--- src/hdl/hpmc_pkg.sv ---
// shared types, command codes and helpers for the half-pel row predictor
package hpmc_pkg;

	localparam int NUM_PIX   = 16;
	localparam int REF_BYTES = NUM_PIX + 1;
	localparam int HALF_PIX  = NUM_PIX / 2;

	typedef enum logic [1:0] {
		CMD_COPY   = 2'd0,
		CMD_HALF_H = 2'd1,
		CMD_AVG_AB = 2'd2,
		CMD_QUAD   = 2'd3
	} cmd_t;

	typedef logic [7:0] pix_t;
	typedef logic [8:0] sum_t;

	// per-output-byte partial sums built in the sum stage
	typedef struct packed {
		pix_t a0;
		sum_t ha;
		sum_t hb;
		sum_t ab;
	} lane_t;

	// control that travels alongside the pixel data
	typedef struct packed {
		cmd_t       cmd;
		logic [7:0] left_off;
	} ctrl_t;

	// 8x8-block layout: 8 bytes per row, lower blocks 128 bytes on
	function automatic logic [7:0] left_offset_of(input logic [3:0] row);
		return {row[3], 1'b0, row[2:0], 3'b000};
	endfunction

	// left offset never has bit 6 set, so adding 64 is setting it
	function automatic logic [7:0] right_offset_of(input logic [7:0] loff);
		return loff | 8'h40;
	endfunction

endpackage

--- src/hdl/half_pel_motion_comp_row.sv ---
// top level of the half-pel motion compensation row predictor
// One prediction row per beat: a row is taken at every clock edge with start high, and its
// 16 predicted bytes and the two destination offsets appear after the three register stages
// (input capture, pairwise sums, rounding and mode select), marked by done for exactly one
// cycle. Throughput is one row per cycle in every mode. busy is always low, so start alone
// governs acceptance, and the receiver must take each result in the cycle it is shown.
module half_pel_motion_comp_row (
	input  logic        clk,
	input  logic        arst_n,
	input  logic        start,
	output logic        busy,
	input  logic [1:0]  cmd,
	input  logic [3:0]  row,
	input  logic [63:0] ref_a_lo,
	input  logic [63:0] ref_a_hi,
	input  logic [7:0]  ref_a_extra,
	input  logic [63:0] ref_b_lo,
	input  logic [63:0] ref_b_hi,
	input  logic [7:0]  ref_b_extra,
	output logic        done,
	output logic [63:0] left_pixels,
	output logic [63:0] right_pixels,
	output logic [7:0]  left_offset,
	output logic [7:0]  right_offset
);

	logic accept;

	hpmc_pkg::pix_t [hpmc_pkg::REF_BYTES-1:0] a_d;
	hpmc_pkg::pix_t [hpmc_pkg::REF_BYTES-1:0] b_d;
	hpmc_pkg::pix_t [hpmc_pkg::REF_BYTES-1:0] a_s1;
	hpmc_pkg::pix_t [hpmc_pkg::REF_BYTES-1:0] b_s1;
	hpmc_pkg::ctrl_t                          ctrl_s1;
	logic                                     vld_s1;

	logic                                     vld_s2;
	hpmc_pkg::ctrl_t                          ctrl_s2;
	hpmc_pkg::lane_t [hpmc_pkg::NUM_PIX-1:0]  lane_s2;

	assign busy   = 1'b0;
	assign accept = start && !busy;

	always_comb begin
		for (int j = 0; j < hpmc_pkg::HALF_PIX; j++) begin
			a_d[j]                      = ref_a_lo[63 - 8*j -: 8];
			a_d[j + hpmc_pkg::HALF_PIX] = ref_a_hi[63 - 8*j -: 8];
			b_d[j]                      = ref_b_lo[63 - 8*j -: 8];
			b_d[j + hpmc_pkg::HALF_PIX] = ref_b_hi[63 - 8*j -: 8];
		end
		a_d[hpmc_pkg::REF_BYTES-1] = ref_a_extra;
		b_d[hpmc_pkg::REF_BYTES-1] = ref_b_extra;
	end

	always_ff @(posedge clk or negedge arst_n) begin
		if (!arst_n) begin
			vld_s1 <= 1'b0;
		end else begin
			vld_s1 <= accept;
		end
	end

	always_ff @(posedge clk) begin
		a_s1             <= a_d;
		b_s1             <= b_d;
		ctrl_s1.cmd      <= hpmc_pkg::cmd_t'(cmd);
		ctrl_s1.left_off <= hpmc_pkg::left_offset_of(row);
	end

	hpmc_sum u_sum (
		.clk     (clk),
		.arst_n  (arst_n),
		.vld_s1  (vld_s1),
		.ctrl_s1 (ctrl_s1),
		.a_s1    (a_s1),
		.b_s1    (b_s1),
		.vld_s2  (vld_s2),
		.ctrl_s2 (ctrl_s2),
		.lane_s2 (lane_s2)
	);

	hpmc_round u_round (
		.clk      (clk),
		.arst_n   (arst_n),
		.vld_s2   (vld_s2),
		.ctrl_s2  (ctrl_s2),
		.lane_s2  (lane_s2),
		.vld_s3   (done),
		.left_s3  (left_pixels),
		.right_s3 (right_pixels),
		.loff_s3  (left_offset),
		.roff_s3  (right_offset)
	);

	// every accepted row produces a result after the capture, sum and round registers
	a_latency: assert property (@(posedge clk) disable iff (!arst_n)
		accept |-> ##3 done)
		else $error("accepted row did not produce a result after three cycles");

	a_no_spurious: assert property (@(posedge clk) disable iff (!arst_n)
		done |-> $past(accept, 3))
		else $error("result shown without a matching accepted row");

	a_offsets: assert property (@(posedge clk) disable iff (!arst_n)
		done |-> (right_offset == left_offset + 8'h40) && (left_offset[2:0] == 3'b000))
		else $error("destination offsets inconsistent");

	a_copy: assert property (@(posedge clk) disable iff (!arst_n)
		done && $past(accept && (cmd == hpmc_pkg::CMD_COPY), 3) |->
			(left_pixels == $past(ref_a_lo, 3)) && (right_pixels == $past(ref_a_hi, 3)))
		else $error("copy mode altered reference bytes");

endmodule

--- src/hdl/hpmc_sum.sv ---
// second stage: neighbor and cross-reference sums for every output byte
module hpmc_sum (
	input  logic                                         clk,
	input  logic                                         arst_n,
	input  logic                                         vld_s1,
	input  hpmc_pkg::ctrl_t                              ctrl_s1,
	input  hpmc_pkg::pix_t [hpmc_pkg::REF_BYTES-1:0]     a_s1,
	input  hpmc_pkg::pix_t [hpmc_pkg::REF_BYTES-1:0]     b_s1,
	output logic                                         vld_s2,
	output hpmc_pkg::ctrl_t                              ctrl_s2,
	output hpmc_pkg::lane_t [hpmc_pkg::NUM_PIX-1:0]      lane_s2
);

	hpmc_pkg::lane_t [hpmc_pkg::NUM_PIX-1:0] lane_d;

	always_comb begin
		for (int j = 0; j < hpmc_pkg::NUM_PIX; j++) begin
			lane_d[j].a0 = a_s1[j];
			lane_d[j].ha = {1'b0, a_s1[j]} + {1'b0, a_s1[j+1]};
			lane_d[j].hb = {1'b0, b_s1[j]} + {1'b0, b_s1[j+1]};
			lane_d[j].ab = {1'b0, a_s1[j]} + {1'b0, b_s1[j]};
		end
	end

	always_ff @(posedge clk or negedge arst_n) begin
		if (!arst_n) begin
			vld_s2 <= 1'b0;
		end else begin
			vld_s2 <= vld_s1;
		end
	end

	always_ff @(posedge clk) begin
		ctrl_s2 <= ctrl_s1;
		lane_s2 <= lane_d;
	end

endmodule

--- src/hdl/hpmc_round.sv ---
// third stage: mode select, rounding and packing into the output halves
module hpmc_round (
	input  logic                                     clk,
	input  logic                                     arst_n,
	input  logic                                     vld_s2,
	input  hpmc_pkg::ctrl_t                          ctrl_s2,
	input  hpmc_pkg::lane_t [hpmc_pkg::NUM_PIX-1:0]  lane_s2,
	output logic                                     vld_s3,
	output logic [63:0]                              left_s3,
	output logic [63:0]                              right_s3,
	output logic [7:0]                               loff_s3,
	output logic [7:0]                               roff_s3
);

	hpmc_pkg::pix_t [hpmc_pkg::NUM_PIX-1:0] pix;
	logic [63:0] left_d;
	logic [63:0] right_d;

	always_comb begin
		logic [9:0]  half_sum;
		logic [9:0]  avg_sum;
		logic [10:0] quad_sum;
		half_sum = '0;
		avg_sum  = '0;
		quad_sum = '0;
		for (int j = 0; j < hpmc_pkg::NUM_PIX; j++) begin
			half_sum = {1'b0, lane_s2[j].ha} + 10'd1;
			avg_sum  = {1'b0, lane_s2[j].ab} + 10'd1;
			quad_sum = {2'b00, lane_s2[j].ha} + {2'b00, lane_s2[j].hb} + 11'd2;
			case (ctrl_s2.cmd)
				hpmc_pkg::CMD_COPY:   pix[j] = lane_s2[j].a0;
				hpmc_pkg::CMD_HALF_H: pix[j] = half_sum[8:1];
				hpmc_pkg::CMD_AVG_AB: pix[j] = avg_sum[8:1];
				hpmc_pkg::CMD_QUAD:   pix[j] = quad_sum[9:2];
				default:              pix[j] = lane_s2[j].a0;
			endcase
		end
	end

	// byte 0 of each half sits in the top bits
	always_comb begin
		for (int j = 0; j < hpmc_pkg::HALF_PIX; j++) begin
			left_d[63 - 8*j -: 8]  = pix[j];
			right_d[63 - 8*j -: 8] = pix[j + hpmc_pkg::HALF_PIX];
		end
	end

	always_ff @(posedge clk or negedge arst_n) begin
		if (!arst_n) begin
			vld_s3 <= 1'b0;
		end else begin
			vld_s3 <= vld_s2;
		end
	end

	always_ff @(posedge clk) begin
		left_s3  <= left_d;
		right_s3 <= right_d;
		loff_s3  <= ctrl_s2.left_off;
		roff_s3  <= hpmc_pkg::right_offset_of(ctrl_s2.left_off);
	end

endmodule

--- config.mk ---
export PLATFORM = sky130hd
export DESIGN_NAME = half_pel_motion_comp_row
export DESIGN_NICKNAME = d
export VERILOG_FILES = /design/src/hdl/hpmc_pkg.sv /design/src/hdl/half_pel_motion_comp_row.sv /design/src/hdl/hpmc_sum.sv /design/src/hdl/hpmc_round.sv
export SDC_FILE = /design/constraint.sdc
export NUM_CORES = 2
export LEC_CHECK = 0
export ABC_AREA = 1
export BUFFER_PORTS_ARGS = -buffer_cell sky130_fd_sc_hd__buf_2
export CAP_MARGIN = 10
export CORE_ASPECT_RATIO = 1.4
export CORE_MARGIN = 10
export CORE_UTILIZATION = 52
export CTS_BUF_LIST = sky130_fd_sc_hd__clkbuf_4
export DETAILED_ROUTE_END_ITERATION = 6
export GPL_TIMING_DRIVEN = 0
export PLACE_DENSITY = 0.78
export SYNTH_ARGS = -nofsm -noshare
export SYNTH_HDL_FRONTEND = slang
export SYNTH_SLANG_ARGS = --single-unit
--- constraint.sdc ---
create_clock -name clk -period 2.2 [get_ports clk]
set_input_delay 0.33 -clock clk [delete_from_list [all_inputs] [get_ports clk]]
set_output_delay 0.33 -clock clk [all_outputs]
set_load 0.01 [all_outputs]
==> metrics.txt <==
hpwl dp=135 mm; Clock Path Buffers=3; Fillers=6,976; Worst-path clk slew=0.08 ns; Mapped Area=49,600 sq um; #FFs+latches synth=979; PwrDens=891 nW/um^2; list of most frequent post-synthesis cells=nand2_1 (1,814), dfxtp_1 (976), inv_1 (708); vias in the first global route=48.7k; Final #Nets=8,451; CTS Buf Count=231; H-tree level count=4; maximum vdd ir drop=0.717 mV; non-filler cells in the finished layout=8,875; Final TNS setup=-3.28 ns; Hold Fails Final Rpt=0; routability cong.=0.994; RSZ-0062 raised after global routing=yes; distinct cell type count after synthesis=33; failing checks=DRC, setup timing; crit start category=flop; Ys Warns=0; Synth Flop Type=dfxtp_1; pin count of the biggest net entering global routing=18; Crit Path Max Fanout=7; Initial Utilization=0.526; Post-Syn Area per Cell=8.08 sq um; LEAKAGE=0.0332 uW; placed cell count=7,782; Tcrit/Tclk final=1.07; Congestion Overflow GR=0; Max Slew Vio Count=0; Remaining DRCs=2; Worst slew margin=0.157; GRT Overall Usage=0.355; setup slack, reg-to-reg=-0.15 ns; status=complete, but fails checks; Seq/Total Area, Yosys=0.396; Area growth syn-to-layout=33.1%; Worst Skew=0.114 ns; vias=49.5k; drt first pass iters=7; Post-Syn Instances=6,132; CP Data Required Time=3.40 ns; min-delay worst type=input port to flop; final setup vio count=69; Die Width=281 um; Root Buffer=clkbuf_4; Max Fclk=426 MHz; CP endpoint kind=flop; Final ANT Viol Nets=0; Synth area leader=dfxtp_1; share of cells above drive strength 1=0.194; Avg Vias per Cell=5.58; CORE AREA=94,200 sq um; share of the synthesized area in the top cell type=0.394; synth top area cells=dfxtp_1 (39%), ha_1 (16%), nand2_1 (14%); initial antenna violation count=12; die height=385 um; global-route wire length before repair=286 mm; Clock Latency Late Sink=1.33 ns; WP data arrival=3.55 ns; worst slew pin tran=1.26 ns; Rows=133; max cap viols=0; min cycle time layout=2.35 ns; Starting DRT DRC Count=4,639; clock sink count=979; WL per Instance=22.8 um; PortBufs=417; final wirelength=203 mm; die area=108,000 sq um; EDFF count, synth=0; I/O pin count=427; Setup WS post-layout=-0.149 ns; cell with the most instances after synthesis=nand2_1; WS Path Type=flop to flop; ys async rst share=0.00306; CTS tree=yes
## worst max-delay path, stage by stage (launching register included)
cell      delay (ns)
dfxtp_4         0.41
inv_1           0.06
ha_1            0.29
clkbuf_1        0.25
clkbuf_1        0.59
buf_8           0.29
nand3_1         0.10
nand2_1         0.08
nand2_1         0.07
nand2_2         0.14
## stage by stage
| stage | power, uW | hold slack [ns] | cell area, sq um | worst slack (ns) | utilization |
|---|---|---|---|---|---|
| finish | 58700 | 0.212 | 65900 | -0.149 | 0.700 |
| global route | 61900 | 0.177 | 65900 | -0.172 | 0.700 |
| CTS | 56300 | 0.149 | 63600 | -0.0688 | 0.676 |
| detailed placement | 40100 | 0.130 | 53400 | -0.885 | 0.567 |
| global placement | 39600 | 0.129 | 53200 | -0.961 | 0.565 |
| floorplan | 34500 | 0.0344 | 49600 | 0.170 | - |
## logic make-up (layout without fill, tap and decap cells)
group / Yosys count / after routing / synth area share
AO/OA/AOI/OAI: 703 / 703 / 0.0762
XOR/XNOR: 293 / 293 / 0.0518
other: 2 / 26 / 0.000152
AND/OR/NAND/NOR: 2631 / 2631 / 0.222
buffers and inverters: 817 / 2321 / 0.0661
flip-flops: 979 / 979 / 0.396
adder cells (fa/ha/maj): 707 / 707 / 0.188
## final cells by class
cell class	count	area, sq um	area share
Tap cell	1215	1520	0.0231
Inverter	715	2710	0.0411
Clock buffer	329	2470	0.0375
Timing Repair Buffer	1094	9130	0.138
Buffer	99	1100	0.0167
Antenna cell	17	42.5	0.000645
Clock inverter	84	455	0.00691
Sequential cell	979	19700	0.298
Multi-Input combinational cell	4343	28900	0.438
## worst paths after layout
path	startpoint	to	cells past startpoint
max in group asynchronous	arst_n	u_sum.vld_s2	4
worst min register to register	ctrl_s1[4]	u_sum.ctrl_s2[4]	0
worst max register to register	u_sum.ctrl_s2[9]	u_round.right_s3[37]	9
worst min-delay path	ref_a_hi[48]	a_s1[72]	3
min in group asynchronous	arst_n	u_round.vld_s3	4
worst max-delay path	u_sum.ctrl_s2[9]	u_round.right_s3[37]	9
## layer usage
layer / up-vias / global-route usage / part of all wire / wire length (um)
li1: 22841 / - / - / -
met1: 22627 / 0.379 / 0.34 / 69500
met2: 2967 / 0.562 / 0.44 / 89500
met3: 1096 / 0.102 / 0.11 / 21400
met4: 8 / 0.330 / 0.11 / 22000
met5: - / 0 / 0.00028 / 57
## registers in the layout, indices dropped and copies added, names as in the netlist
register and count:
a_s1 136, b_s1 136, ctrl_s1 6, u_round.left_s3 64
u_round.right_s3 64, u_round.roff_s3 4, u_round.vld_s3 1, u_sum.ctrl_s2 6
u_sum.lane_s2 560, u_sum.vld_s2 1, vld_s1 1
## where the power goes
group	leakage [uW]	internal, uW	total, uW	switching [uW]
clock	0.00173	7250	15300	8040
combinational	0.0232	8480	21400	12900
sequential	0.00827	20300	22000	1720
total	0.0332	36100	58700	22700
## cells in the final DEF (no fill, tap or decap), drive strengths merged, types with 76 or more instances in the layout
| cell type | netlist | layout |
|---|---|---|
| xor2 | 146 | 146 |
| nand3 | 439 | 439 |
| buf | 62 | 589 |
| xnor2 | 147 | 147 |
| nand4 | 114 | 114 |
| nor2 | 195 | 195 |
| o21ai | 127 | 127 |
| a21oi | 454 | 454 |
| inv | 714 | 716 |
| ha | 643 | 643 |
| clkinv | 1 | 76 |
| clkbuf | 40 | 372 |
| nand2 | 1836 | 1836 |
| dfxtp | 976 | 976 |
| dlygate4sd3 | 0 | 561 |
## timing repair
action	CTS	global route
endpoints found under the hold margin	282	0
endpoints found under the setup margin	156	174
hold buffers	561	0
resized for setup	359	514
pin swaps	54	231
gates cloned	3	6
setup buffers	52	46
Note: power is estimated with default switching activity, not from simulation.
